--- config.mk ---
export PLATFORM = sky130hd
export DESIGN_NAME = delimited_frame_deframer_core
export DESIGN_NICKNAME = d
export VERILOG_FILES = /design/src/design/dfd_pkg.sv /design/src/design/dfd_in_stage.sv /design/src/design/dfd_parser.sv /design/src/design/dfd_out_stage.sv /design/src/design/delimited_frame_deframer_core.sv
export SDC_FILE = /design/constraint.sdc
export NUM_CORES = 1
export LEC_CHECK = 0
export CAP_MARGIN = 0
export CORE_AREA = 8 8 103 142
export CTS_BUF_LIST = sky130_fd_sc_hd__clkbuf_16
export DETAILED_ROUTE_END_ITERATION = 8
export DIE_AREA = 0 0 111 150
export DONT_BUFFER_PORTS = 1
export GPL_TIMING_DRIVEN = 0
export PLACE_DENSITY = 0.72
export SLEW_MARGIN = 10
export SYNTH_ARGS = -nofsm -noshare
export SYNTH_HDL_FRONTEND = slang
export SYNTH_SLANG_ARGS = --single-unit
--- constraint.sdc ---
create_clock -name clk_i -period 4.5 [get_ports clk_i]
set_clock_uncertainty 0.2 [all_clocks]
set_input_delay 1.125 -clock clk_i [delete_from_list [all_inputs] [get_ports clk_i]]
set_output_delay 1.125 -clock clk_i [all_outputs]
set_load 0.01 [all_outputs]
--- src/design/dfd_pkg.sv ---
// Shared types and constants for the delimited frame deframer.
// Used by every module of the block; it depends on nothing else.
package dfd_pkg;

  localparam int unsigned CfgIdxW = 8;
  localparam int unsigned OutDataW = 64;

  typedef enum logic [CfgIdxW-1:0] {
    CFG_START_VALUE = 8'd0,
    CFG_END_VALUE   = 8'd1
  } cfg_idx_e;

  typedef enum logic [1:0] {
    ST_OK        = 2'd0,
    ST_BAD_START = 2'd1,
    ST_SHORT     = 2'd2,
    ST_BAD_END   = 2'd3
  } status_e;

  typedef enum logic [4:0] {
    PH_START   = 5'b00001,
    PH_HEADER  = 5'b00010,
    PH_PAYLOAD = 5'b00100,
    PH_END     = 5'b01000,
    PH_IGNORE  = 5'b10000
  } phase_e;

  localparam logic KIND_PAYLOAD = 1'b0;
  localparam logic KIND_STATUS  = 1'b1;

  typedef struct packed {
    logic [7:0] start_value;
    logic [7:0] end_value;
  } cfg_t;

  typedef struct packed {
    logic       buffer_end;
    logic [7:0] data_byte;
  } item_t;

  typedef struct packed {
    logic        kind;
    logic [7:0]  payload_byte;
    status_e     status;
    logic [31:0] stamp;
    logic [15:0] payload_length;
  } res_t;

endpackage

--- src/design/dfd_in_stage.sv ---
// Input register of the deframer: holds one received byte and its end mark.
// Depends on dfd_pkg for the item type.
module dfd_in_stage (
  input  logic          clk_i,
  input  logic          rst_ni,
  input  logic          valid_i,
  output logic          ready_o,
  input  dfd_pkg::item_t item_i,
  output logic          valid_o,
  input  logic          take_i,
  output dfd_pkg::item_t item_o
);

  logic           valid_q;
  dfd_pkg::item_t item_q;

  assign ready_o = !valid_q || take_i;
  assign valid_o = valid_q;
  assign item_o  = item_q;

  always_ff @(posedge clk_i or negedge rst_ni) begin
    if (!rst_ni) begin
      valid_q <= 1'b0;
    end else if (valid_i && ready_o) begin
      valid_q <= 1'b1;
    end else if (take_i) begin
      valid_q <= 1'b0;
    end
  end

  always_ff @(posedge clk_i) begin
    if (valid_i && ready_o) begin
      item_q <= item_i;
    end
  end

endmodule

--- src/design/dfd_parser.sv ---
// Frame parser: phase tracking, header assembly and the verdict for each byte.
// Depends on dfd_pkg for the item, result, phase and status types.
module dfd_parser (
  input  logic           clk_i,
  input  logic           rst_ni,
  input  logic           step_i,
  input  dfd_pkg::item_t item_i,
  input  dfd_pkg::cfg_t  cfg_i,
  output logic           res_valid_o,
  output dfd_pkg::res_t  res_o
);

  dfd_pkg::phase_e phase_q, phase_d;
  logic [2:0]      hidx_q, hidx_d;
  logic [31:0]     stamp_q, stamp_d;
  logic [15:0]     len_q, len_d;
  logic [15:0]     left_q, left_d;

  logic [7:0]  b;
  logic        last;
  logic [15:0] left_dec;
  logic [15:0] len_hi;

  assign b        = item_i.data_byte;
  assign last     = item_i.buffer_end;
  assign left_dec = left_q - 16'd1;
  assign len_hi   = len_q | {b, 8'h00};

  always_comb begin
    phase_d = phase_q;
    hidx_d  = hidx_q;
    stamp_d = stamp_q;
    len_d   = len_q;
    left_d  = left_q;
    res_valid_o = 1'b0;
    res_o = '{kind: dfd_pkg::KIND_STATUS, payload_byte: 8'h00, status: dfd_pkg::ST_OK,
              stamp: 32'h0, payload_length: 16'h0};
    case (phase_q)
      dfd_pkg::PH_START: begin
        hidx_d  = 3'd0;
        stamp_d = 32'h0;
        len_d   = 16'h0;
        left_d  = 16'h0;
        if (b != cfg_i.start_value) begin
          res_valid_o  = 1'b1;
          res_o.status = dfd_pkg::ST_BAD_START;
          phase_d      = last ? dfd_pkg::PH_START : dfd_pkg::PH_IGNORE;
        end else if (last) begin
          res_valid_o  = 1'b1;
          res_o.status = dfd_pkg::ST_SHORT;
          phase_d      = dfd_pkg::PH_START;
        end else begin
          phase_d = dfd_pkg::PH_HEADER;
        end
      end
      dfd_pkg::PH_HEADER: begin
        if (last) begin
          res_valid_o  = 1'b1;
          res_o.status = dfd_pkg::ST_SHORT;
          phase_d      = dfd_pkg::PH_START;
        end else begin
          if (!hidx_q[2]) begin
            // Timestamp bytes arrive low byte first.
            case (hidx_q[1:0])
              2'd0:    stamp_d = stamp_q | {24'h0, b};
              2'd1:    stamp_d = stamp_q | {16'h0, b, 8'h00};
              2'd2:    stamp_d = stamp_q | {8'h00, b, 16'h0};
              default: stamp_d = stamp_q | {b, 24'h0};
            endcase
          end else if (hidx_q == 3'd4) begin
            len_d = {8'h00, b};
          end else begin
            len_d = len_hi;
          end
          if (hidx_q >= 3'd5) begin
            hidx_d  = 3'd0;
            left_d  = len_hi;
            phase_d = (len_hi == 16'h0) ? dfd_pkg::PH_END : dfd_pkg::PH_PAYLOAD;
          end else begin
            hidx_d = hidx_q + 3'd1;
          end
        end
      end
      dfd_pkg::PH_PAYLOAD: begin
        res_valid_o = 1'b1;
        if (last) begin
          res_o.status = dfd_pkg::ST_SHORT;
          phase_d      = dfd_pkg::PH_START;
        end else begin
          left_d = left_dec;
          if (left_dec == 16'h0) begin
            phase_d = dfd_pkg::PH_END;
          end
          res_o.kind         = dfd_pkg::KIND_PAYLOAD;
          res_o.payload_byte = b;
        end
      end
      dfd_pkg::PH_END: begin
        res_valid_o = 1'b1;
        phase_d     = last ? dfd_pkg::PH_START : dfd_pkg::PH_IGNORE;
        if (b == cfg_i.end_value) begin
          res_o.status         = dfd_pkg::ST_OK;
          res_o.stamp          = stamp_q;
          res_o.payload_length = len_q;
        end else begin
          res_o.status = dfd_pkg::ST_BAD_END;
        end
      end
      default: begin
        if (last) begin
          phase_d = dfd_pkg::PH_START;
        end
      end
    endcase
  end

  always_ff @(posedge clk_i or negedge rst_ni) begin
    if (!rst_ni) begin
      phase_q <= dfd_pkg::PH_START;
      hidx_q  <= 3'd0;
      stamp_q <= 32'h0;
      len_q   <= 16'h0;
      left_q  <= 16'h0;
    end else if (step_i) begin
      phase_q <= phase_d;
      hidx_q  <= hidx_d;
      stamp_q <= stamp_d;
      len_q   <= len_d;
      left_q  <= left_d;
    end
  end

endmodule

--- src/design/dfd_out_stage.sv ---
// Result register of the deframer: holds one result until the sink takes it.
// Depends on dfd_pkg for the result type.
module dfd_out_stage (
  input  logic          clk_i,
  input  logic          rst_ni,
  input  logic          load_i,
  input  logic          res_valid_i,
  input  dfd_pkg::res_t res_i,
  output logic          ready_o,
  output logic          valid_o,
  input  logic          take_i,
  output dfd_pkg::res_t res_o
);

  logic          valid_q;
  dfd_pkg::res_t res_q;

  assign ready_o = !valid_q || take_i;
  assign valid_o = valid_q;
  assign res_o   = res_q;

  always_ff @(posedge clk_i or negedge rst_ni) begin
    if (!rst_ni) begin
      valid_q <= 1'b0;
    end else if (ready_o) begin
      valid_q <= load_i && res_valid_i;
    end
  end

  always_ff @(posedge clk_i) begin
    if (load_i && res_valid_i) begin
      res_q <= res_i;
    end
  end

endmodule

--- src/design/delimited_frame_deframer_core.sv ---
// Top level of the delimited frame deframer: input register, parser, result register.
// Depends on dfd_pkg, dfd_in_stage, dfd_parser and dfd_out_stage.
//
//   channel | direction | signals                         | payload
//   --------+-----------+---------------------------------+-------------------------------
//   s_axis  | in        | tvalid tready tdata tlast       | tdata: data_byte; tlast: end
//   m_axis  | out       | tvalid tready tdata tuser       | tuser: kind; tdata: see port
//   cfg     | in        | cfg_valid_i cfg_ready_o idx dat | register index and write data
//
// A byte sits in the input register while the parser works on it, and its result is loaded
// into the result register when the parser steps; a full result register holds the byte
// in the input register until the result register has room.
// One byte is taken per cycle as long as the sink keeps up; the parser step of one byte
// per cycle, gated by room in the result register, sets that rate.
// Reset puts the phase at START and clears the header fields, both valid flags and the config.
// When the sink stalls, one more byte is taken into the input register, then the input
// stalls until the result register drains.

module delimited_frame_deframer_core (
  input  logic                                clk_i,
  input  logic                                rst_ni,
  // Input stream.
  input  logic                                s_axis_tvalid,
  output logic                                s_axis_tready,
  input  logic [7:0]                          s_axis_tdata,   // [7:0] data_byte
  input  logic                                s_axis_tlast,   // buffer_end
  // Result stream.
  output logic                                m_axis_tvalid,
  input  logic                                m_axis_tready,
  // [7:0] payload_byte, [9:8] status, [41:10] stamp, [57:42] payload_length, [63:58] zero
  output logic [dfd_pkg::OutDataW-1:0]        m_axis_tdata,
  output logic [0:0]                          m_axis_tuser,   // [0] kind
  // Configuration write channel.
  input  logic                                cfg_valid_i,
  output logic                                cfg_ready_o,
  input  logic [dfd_pkg::CfgIdxW-1:0]         cfg_index_i,
  input  logic [7:0]                          cfg_data_i
);

  dfd_pkg::cfg_t  cfg_q;
  dfd_pkg::item_t in_item;
  dfd_pkg::item_t cur_item;
  dfd_pkg::res_t  par_res;
  dfd_pkg::res_t  out_res;
  logic           cur_valid;
  logic           par_res_valid;
  logic           out_ready;
  logic           step;

  // Configuration writes are always taken; an unknown index is dropped.
  assign cfg_ready_o = 1'b1;

  always_ff @(posedge clk_i or negedge rst_ni) begin
    if (!rst_ni) begin
      cfg_q <= '0;
    end else if (cfg_valid_i) begin
      case (cfg_index_i)
        dfd_pkg::CFG_START_VALUE: cfg_q.start_value <= cfg_data_i;
        dfd_pkg::CFG_END_VALUE:   cfg_q.end_value   <= cfg_data_i;
        default:                  cfg_q             <= cfg_q;
      endcase
    end
  end

  assign in_item.data_byte  = s_axis_tdata;
  assign in_item.buffer_end = s_axis_tlast;

  // The parser steps whenever a byte is waiting and the result register has room,
  // whether or not this byte produces a result.
  assign step = cur_valid && out_ready;

  dfd_in_stage u_in (
    .clk_i   (clk_i),
    .rst_ni  (rst_ni),
    .valid_i (s_axis_tvalid),
    .ready_o (s_axis_tready),
    .item_i  (in_item),
    .valid_o (cur_valid),
    .take_i  (step),
    .item_o  (cur_item)
  );

  dfd_parser u_parser (
    .clk_i       (clk_i),
    .rst_ni      (rst_ni),
    .step_i      (step),
    .item_i      (cur_item),
    .cfg_i       (cfg_q),
    .res_valid_o (par_res_valid),
    .res_o       (par_res)
  );

  dfd_out_stage u_out (
    .clk_i       (clk_i),
    .rst_ni      (rst_ni),
    .load_i      (step),
    .res_valid_i (par_res_valid),
    .res_i       (par_res),
    .ready_o     (out_ready),
    .valid_o     (m_axis_tvalid),
    .take_i      (m_axis_tready),
    .res_o       (out_res)
  );

  assign m_axis_tuser[0] = out_res.kind;
  assign m_axis_tdata = {6'b000000, out_res.payload_length, out_res.stamp, out_res.status,
                         out_res.payload_byte};

endmodule

Word-level counts from Yosys, hierarchy flattened
Index checks and enable logic that the tools add are counted.
{"block": "totals", "in_bits": 30, "elab_cells": 103, "regBits": 158, "out_inout_bits": 68}
{"block": "op_classes", "magnitude_cmp": 1, "add_sub_neg": 2, "n_eq_ne": 17, "n_reduce_logical": 26, "mux": 35, "bitwise_logic": 6}
{"cell": "$mux 16", "count": 6}
{"cell": "$pmux 32 s3", "count": 1}
{"cell": "$mux 32", "count": 2}
{"cell": "$pmux 32 s2", "count": 1}
{"cell": "$pmux 16 s3", "count": 1}
{"cell": "$mux 5", "count": 7}
{"cell": "$logic_not 16->1", "count": 2}
{"cell": "$or 32x16->32", "count": 1}
{"cell": "$or 32x24->32", "count": 1}
{"cell": "$or 32x32->32", "count": 1}
{"cell": "$or 32x8->32", "count": 1}
{"cell": "$pmux 16 s2", "count": 1}
{"cell": "$pmux 5 s4", "count": 1}
{"cell": "$or 16x16->16", "count": 1}
{"cell": "$sub 16x1->16 const B", "count": 1}
{"cell": "$reduce_and 4->1", "count": 3}
{"cell": "$mux 9", "count": 1}
{"cell": "$eq 8x1->1 const B", "count": 1}
{"cell": "$eq 8x8->1", "count": 1}
{"cell": "$logic_not 8->1", "count": 1}
{"cell": "$mux 2", "count": 4}
{"cell": "$ne 8x8->1", "count": 1}
{"cell": "$mux 3", "count": 2}
{"cell": "$ne 2x2->1 const B", "count": 3}
{"cell": "28 further kinds", "count": 42}

Longest topological paths before layout
Gate-level depths: netlist (run 1).
{"block": "logic_depth", "depth_word": 6, "mapped_depth": 9, "mapped_depth_nobuf": 8}

Cells and area by module
From an unflattened synthesis (run 1), not the netlist that was laid out.
{"block": "hier_totals", "cells_unflattened": 639, "area_unflattened_um2": 7298.2}
{"module": "dfd_parser", "cells_per_inst": 514, "area_each_um2": 4424.2, "n_inst": 1, "seq_area_each_um2": 1803.0}
{"module": "dfd_out_stage", "cells_per_inst": 64, "area_each_um2": 1824.2, "n_inst": 1, "seq_area_each_um2": 1796.7}
{"module": "delimited_frame_deframer_core", "cells_per_inst": 48, "area_each_um2": 725.7, "n_inst": 1, "seq_area_each_um2": 400.4}
{"module": "dfd_in_stage", "cells_per_inst": 13, "area_each_um2": 324.1, "n_inst": 1, "seq_area_each_um2": 295.3}

Worst setup path before layout (run 1)
No wires, ideal clock.
{"block": "synth_timing", "path_type": "in2reg", "startpoint": "in m_axis_tready", "endpoint": "reg u_out.res_q (netlist bit u_out.res_o[0]), enable pin", "required_ps": 3877, "path_stages": 4, "setup_time_ps": 423, "path_buffers": 0, "slack_ps": 982, "arrival_ps": 2895, "path_cell_list": "nand2b_1 -> nand2_1 -> nor2_1 -> and3_1"}
{"block": "synth_via", "elab_chain_cells": 3}
{"item": "from (decl)", "line": "delimited_frame_deframer_core.sv:29", "source": "input logic m_axis_tready,"}
{"item": "$logic_or 1x1->1", "line": "dfd_out_stage.sv:18", "source": "assign ready_o = !valid_q || take_i;"}
{"item": "$logic_and 1x1->1", "line": "delimited_frame_deframer_core.sv:70", "source": "assign step = cur_valid && out_ready;"}
{"item": "$logic_and 1x1->1", "line": "dfd_out_stage.sv:31", "source": "if (load_i && res_valid_i) begin"}
{"item": "to (signal assigned)", "line": "dfd_out_stage.sv:32", "source": "res_q <= res_i;"}
{"item": "to (decl)", "line": "dfd_out_stage.sv:16", "source": "dfd_pkg::res_t res_q;"}
No other way between the ends.
A chain may end at the register's enable or synchronous reset.

Worst setup path in the final report (run 1)
{"block": "layout_timing", "startpoint": "reg u_parser.phase_q[3]", "endpoint": "reg u_out.res_q (netlist bit u_out.res_o[12]), enable pin"}
{"block": "layout_via", "elab_chain_cells": 4, "elab_cells_between_ends": 7, "classes_between": "4 x eq/ne; 1 x mux; 2 x reduce/logical"}
{"item": "from (decl)", "line": "dfd_parser.sv:13", "source": "dfd_pkg::phase_e phase_q, phase_d;"}
{"item": "from (signal assigned)", "line": "dfd_parser.sv:119", "source": "phase_q <= dfd_pkg::PH_START;"}
{"item": "from (signal assigned)", "line": "dfd_parser.sv:125", "source": "phase_q <= phase_d;"}
{"item": "$eq 5x3->1 / $eq 5x4->1 (equally long branches)", "line": "dfd_parser.sv:38", "source": "case (phase_q)"}
{"item": "$reduce_or 2->1 (no line)"}
{"item": "$pmux 1 s3 (*)", "line": "dfd_parser.sv:38"}
{"item": "$logic_and 1x1->1 (*)", "line": "dfd_out_stage.sv:31"}
Mark *: on every way between the ends. The rest lies on a longest branch, timed or not.

==> summary.md, run 1 <==
| Metric | Value |
|---|---|
| Worst-Margin Slew | `0.868 ns` |
| Max IR drop VDD | `0.283 mV` |
| Num rows | `49` |
| Fin Setup TNS | `0 ns` |
| Seq/Total Area, Yosys | `61.5%` |
| Worst path max stage delay | `0.65 ns` |
| Worst-Skew Late Latency | `0.42 ns` |
| Cells along the critical path | `clkbuf_1, nor3_1, nand2_1, o22ai_1, and3_2, buf_12` |
| Max cap viols | `0` |
| FF+latch area | `4300 um2` |
| Gpl congestion | `0.869` |
| Worst Path Required | `4.40 ns` |
| HP Class | `in2async` |
| Largest cells by area after synthesis | `dfrtp_1 32%, edfxtp_1 29%, a21oi_1 4.7%, nor2_1 4.6%, and2_1 4.6%` |
| H-tree depth | `4` |
| Layout Cells excl Fill | `810` |
| Crit path kind | `reg2reg` |
| CTS tree | `built` |
| Synth area leader | `dfrtp_1` |
| Async S/R FF share, synth | `57.0%` |
| Die H | `roughly 150 um` |
| Pleak | `3.26 nW` |
| FILL cells | `953` |
| CP arrival | `3.06 ns` |
| # diodes | `0` |
| Average wire per standard cell | `just over 20 um` |
| Synth top area share | `31.9%` |
| Post-CTS sizing | `0` |
| CTS Buf Count | `17` |
| Worst Setup SP | `u_parser.phase_q[3]` |
| Most frequent cells in the layout | `89 x dfrtp_1, 86 x nor2_1, 68 x edfxtp_1` |
| Most common cell after layout, fill and taps aside | `dfrtp_1` |
| Clock tree buffer depth | `2` |
| Power per Cell Area | `536 nW/um2` |
| Vias post-DR | `4879` |
| Worst slack at placement | `1.25 ns` |
| Starting density of the core | `55.6%` |
| DP HPWL | `roughly 11 mm` |
| Reg2reg start | `u_parser.phase_q[3]` |
| Vias in the first global route | `4935` |
| Initial antenna violation count | `0` |
| Final WS setup | `1.34 ns` |
| Fmax | `0.317 GHz` |
| EDFF count, synth | `68` |
| Post-CTS setup buffer count | `0` |
| Most frequently used flop master after synthesis | `dfrtp_1` |
| PortBufs | `0` |
| Critical path's top delay family | `simple AND/OR/NAND/NOR gates` |
| Io pins | `98` |
| Max FO, Critical Path | `approximately 40` |
| Endpoints failing hold | `0` |
| Combined area of the multi-input logic cells | `2490 um2` |
| Pins over their slew limit | `0` |
| Setup crit end kind | `flop` |
| Layout cells sized above 1 | `roughly 11%` |
| GRT overflow | `0` |
| Clk pin slew, worst setup/hold paths | `0.06 ns` |
| First-pass GRT wire length | `around 26 mm` |
| Core Region | `approximately 13000 um2` |
| Fin crit period | `3.16 ns` |
| Cell Area, Placed | `a little over 7000 um2` |
| Hold-fix buffers, CTS | `0` |
| # DRC | `0` |
| Placed insts | `a little under 800` |
| Mapped Area | `6980 um2` |
| Initial drt markers | `358` |
| Total GRT Usage | `20.2%` |
| Status | `finished, final reports clean` |
| Synth Warn # | `0` |
| Synthesized flop and latch total | `158` |
| Instance count of the mapped netlist | `620` |
| Clk root buf | `clkbuf_16` |
| CP Launch Type | `flop` |
| Crit path buf inv count | `2` |
| Largest net degree at the start of global routing | `91` |
| Routed vias/inst | `6.02` |
| Nets@finish | `681` |
| Slew margin rel. | `approximately 42%` |
| Hold_ws | `roughly 0.2 ns` |
| Post-route cell area | `roughly 8000 um2` |
| Final setup violating endpoints | `0` |
| Drt first pass iters | `5` |
| Slowest CP cell | `nor3_1` |
| RSZ-0062 raised after global routing | `no` |
| Synth unique cells | `59` |
| WL final | `about 16 mm` |
| Die Wd | `111 um` |
| Routed Antenna Nets | `0` |
| Layout area overhead | `11.7%` |
| CTS Sinks | `around 160` |
| Die ar. | `16700 um2` |
| Mapped Avg Cell Area | `11.3 um2` |
| Final worst-path cycle share | `between 70% and 80%` |
-- cell usage after synthesis (all sizes together) (12+ instances only) --
| cell type | n |
|---|---|
| and2 | 51 |
| edfxtp | 68 |
| buf | 15 |
| mux2 | 19 |
| and3 | 12 |
| dfrtp | 89 |
| o21ai | 36 |
| nor2 | 86 |
| clkbuf | 24 |
| nand2 | 18 |
| a21oi | 66 |
-- metrics by stage --
stage	power (mW)	util [%]
CTS	4.20	62.1
floorplan	2.54	-
finish	4.18	62.1
global placement	2.74	57.2
detailed placement	2.78	57.4
global route	4.38	62.1
-- metal layers --
| metal | share of wire [%] | global-route usage (%) |
|---|---|---|
| met2 | 55 | 36.8 |
| met4 | 2.9 | 9.69 |
| met3 | 5.6 | 5.25 |
| met1 | 37 | 21.2 |
| met5 | 0 | 0 |
-- final timing paths --
path	cells past startpoint	end	slack, ns
max	6	u_out.res_o[12]	1.34
min	0	u_parser.left_q[3]	0.20
max reg2reg	6	u_out.res_o[12]	1.34
min reg2reg	2	u_parser.stamp_q[29]	0.29
max in group asynchronous	0	u_parser.phase_q[0]	3.67
min in group clk_i	2	u_parser.stamp_q[29]	0.29
-- flip-flops by register name (all words and copies together) (netlist names) --
signal            flops
u_parser.hidx_q       3
u_parser.stamp_q     32
u_out.valid_o         1
u_in.valid_o          1
u_parser.left_q      16
u_in.item_o           9
cfg_q                16
u_out.res_o          59
u_parser.phase_q      5
u_parser.len_q       16
-- report_power, final --
| group | internal, mW | switching [mW] | total (mW) |
|---|---|---|---|
| combinational | 0.250 | 0.527 | 0.777 |
| sequential | 1.80 | 0.190 | 1.99 |
| clock | 0.825 | 0.586 | 1.41 |
-- final cells by class --
type	instances	area share, %
Sequential cell	158	55.1
Multi-Input combinational cell	418	31.9
Clock buffer	17	5.45
Tap cell	153	2.45
Buffer	39	2.36
Clock inverter	14	2.04
Inverter	10	0.481
Timing Repair Buffer	1	0.257
-- cells by family after synthesis --
kind of cell	synth area share, %
fa+ha+maj	1.08
buf+inv	3.17
xor+xnor	2.38
other cells	0.108
flops	61.5
mux	3.06
simple gates	16.4
compound gates	12.2
Power figures use the tool's default switching activity.
==> run 2: changes to the inputs <==
--- a/config.mk
+++ b/config.mk
@@ -12,7 +12,7 @@
 export DIE_AREA = 0 0 111 150
 export DONT_BUFFER_PORTS = 1
 export GPL_TIMING_DRIVEN = 0
-export PLACE_DENSITY = 0.72
+export PLACE_DENSITY = 0.74
 export SLEW_MARGIN = 10
 export SYNTH_ARGS = -nofsm -noshare
 export SYNTH_HDL_FRONTEND = slang
==> constraint.sdc (replaced) <==
create_clock -name clk_i -period 2.6 [get_ports clk_i]
set_clock_uncertainty 0.2 [all_clocks]
set_input_delay 0.65 -clock clk_i [delete_from_list [all_inputs] [get_ports clk_i]]
set_output_delay 0.65 -clock clk_i [all_outputs]
set_load 0.01 [all_outputs]
==> run 2 against run 1 <==
Compared with the run above: the flow now finishes with violations (negative hold slack); sequential power rose by 75%; non-clock buffer count is 13 higher; clock power grew 74%; total power grew 80%; fmax grew 25%; count of clock-buffer cells in the layout is the same; cell count is 2.1% higher; combinational power is 110% higher; setup slack worse by 1.3 ns; largest cell class unchanged; largest power group unchanged.
==> summary.md, run 2 (synthesized netlist as in run 1, its figures left out) <==
| Metric | Value |
|---|---|
| Max IR drop VDD | `0.550 mV (was 0.283 mV)` |
| # DRC | `0 (unchanged)` |
| Num rows | `49 (unchanged)` |
| RSZ-0062 raised after global routing | `yes (was no)` |
| CTS tree | `built (unchanged)` |
| Slew margin rel. | `53.3% (was 42.1%)` |
| Total GRT Usage | `20.7% (was 20.2%)` |
| Routed Antenna Nets | `0 (unchanged)` |
| Vias in the first global route | `5004 (was 4935)` |
| Core Region | `12600 um2 (unchanged)` |
| Placed insts | `778 (was 779)` |
| Worst Path Required | `2.49 ns (was 4.40 ns)` |
| DP HPWL | `11.1 mm (was 11.3 mm)` |
| Crit path kind | `reg2reg (unchanged)` |
| Initial drt markers | `322 (was 358)` |
| Fin Setup TNS | `0 ns (unchanged)` |
| GRT overflow | `0 (unchanged)` |
| Starting density of the core | `55.6% (unchanged)` |
| Clk root buf | `clkbuf_16 (unchanged)` |
| Average wire per standard cell | `20.8 um (was 20.3 um)` |
| Pleak | `3.41 nW (was 3.26 nW)` |
| Layout cells sized above 1 | `19.7% (was 11.0%)` |
| Drt first pass iters | `5 (unchanged)` |
| Nets@finish | `697 (was 681)` |
| HP Class | `in2async (unchanged)` |
| Largest net degree at the start of global routing | `91 (unchanged)` |
| Worst slack at placement | `-0.494 ns (was 1.25 ns)` |
| Most frequent cells in the layout | `86 x dfrtp_1, 83 x nor2_1, 68 x edfxtp_1 (was 89 x dfrtp_1, 86 x nor2_1, 68 x edfxtp_1)` |
| First-pass GRT wire length | `27.0 mm (was 26.4 mm)` |
| Die H | `150 um (unchanged)` |
| Cell Area, Placed | `7200 um2 (was 7210 um2)` |
| Most common cell after layout, fill and taps aside | `dfrtp_1 (unchanged)` |
| Clock tree buffer depth | `2 (unchanged)` |
| Clk pin slew, worst setup/hold paths | `0.07 ns (was 0.06 ns)` |
| Endpoints failing hold | `90 (was 0)` |
| H-tree depth | `4 (unchanged)` |
| Layout Cells excl Fill | `827 (was 810)` |
| Gpl congestion | `0.883 (was 0.869)` |
| Failing checks | `negative hold slack` |
| CP Launch Type | `flop (unchanged)` |
| Worst-Skew Late Latency | `0.42 ns (about the same)` |
| Status | `complete, but fails checks (was finished, final reports clean)` |
| Final WS setup | `0.0684 ns (was 1.34 ns)` |
| Vias post-DR | `5002 (was 4879)` |
| Power per Cell Area | `926 nW/um2 (was 536 nW/um2)` |
| Die ar. | `16700 um2 (unchanged)` |
| Worst-Margin Slew | `0.698 ns (was 0.868 ns)` |
| Layout area overhead | `16.6% (was 11.7%)` |
| PortBufs | `0 (unchanged)` |
| Max FO, Critical Path | `15 (was 41)` |
| Post-route cell area | `8140 um2 (was 7800 um2)` |
| Initial antenna violation count | `0 (unchanged)` |
| CTS Sinks | `158 (unchanged)` |
| Die Wd | `111 um (unchanged)` |
| CTS Buf Count | `17 (unchanged)` |
| Tot Pwr | `7.54 mW (was 4.18 mW)` |
| Final worst-path cycle share | `97.4% (was 70.2%)` |
| Hold_ws | `-0.278 ns (was 0.202 ns)` |
| # diodes | `0 (unchanged)` |
| Max reg flops | `59 (unchanged)` |
| Fmax | `0.395 GHz (was 0.317 GHz)` |
| Pins over their slew limit | `0 (unchanged)` |
| Fin crit period | `2.53 ns (was 3.16 ns)` |
| Io pins | `98 (unchanged)` |
| WL final | `17.2 mm (was 16.5 mm)` |
| Routed vias/inst | `6.05 (was 6.02)` |
| Setup crit end kind | `flop (unchanged)` |
| Final setup violating endpoints | `0 (unchanged)` |
| Max cap viols | `0 (unchanged)` |
| CP arrival | `2.43 ns (was 3.06 ns)` |
-- run 2: cell type report --
class                      instances  area [um2]
sequential                       158        4300
inverter                          10        37.5
multi-input combinational        421        2690
clock inverter                    15         159
fill                             913        4430
buffer                            29         160
timing repair buffer              24         180
clock buffer                      17         425
tap                              153         191
-- run 2: power breakdown --
| group | switching, mW | internal, mW |
|---|---|---|
| logic | 1.03 | 0.579 |
| registers | 0.357 | 3.12 |
| clock network | 1.03 | 1.43 |
| total | 2.41 | 5.13 |
-- run 2: metal layers --
metal,global-route usage [%],vias to the layer above,routed length (um)
li1,-,2289,-
met1,23.5,2448,6640
met2,35.7,225,8790
met3,4.97,40,1180
met4,10.4,0,603
met5,0,-,0
-- run 2: repair_timing --
item / in CTS / in global routing
pin swaps: 6 / 6
cloned: 3 / 0
endpoints found under the setup margin: 173 / 138
endpoints found under the hold margin: 90 / 90
setup buffers: 19 / 5
resized for setup: 34 / 19
-- run 2: critical path, stage by stage, from the launching register on --
cell	delay (ns)
dfrtp_1	0.55
xor2_1	0.27
o21ai_0	0.12
o21ai_1	0.56
and3_4	0.50
-- run 2: final timing paths --
| kind | slack (ns) | end | start | depth (start not counted) |
|---|---|---|---|---|
| max in group asynchronous | 2.26 | u_parser.phase_q[0] | rst_ni | 0 |
| setup reg to reg | 0.07 | u_out.res_o[49] | u_parser.phase_q[3] | 4 |
| min in group clk_i | 0.12 | u_in.item_o[2] | s_axis_tdata[2] | 0 |
| setup / recovery | 0.07 | u_out.res_o[49] | u_parser.phase_q[3] | 4 |
| hold reg to reg | 0.29 | u_parser.stamp_q[19] | u_parser.stamp_q[19] | 2 |
| hold / removal | -0.28 | u_parser.stamp_q[5] | rst_ni | 0 |
-- run 2: metrics by stage --
step	hold WS [ns]	utilization [%]
CTS	-0.293	64.1
finish	-0.278	64.8
detailed placement	0.157	57.3
global placement	0.157	57.3
global route	-0.292	64.8
floorplan	0.154	-
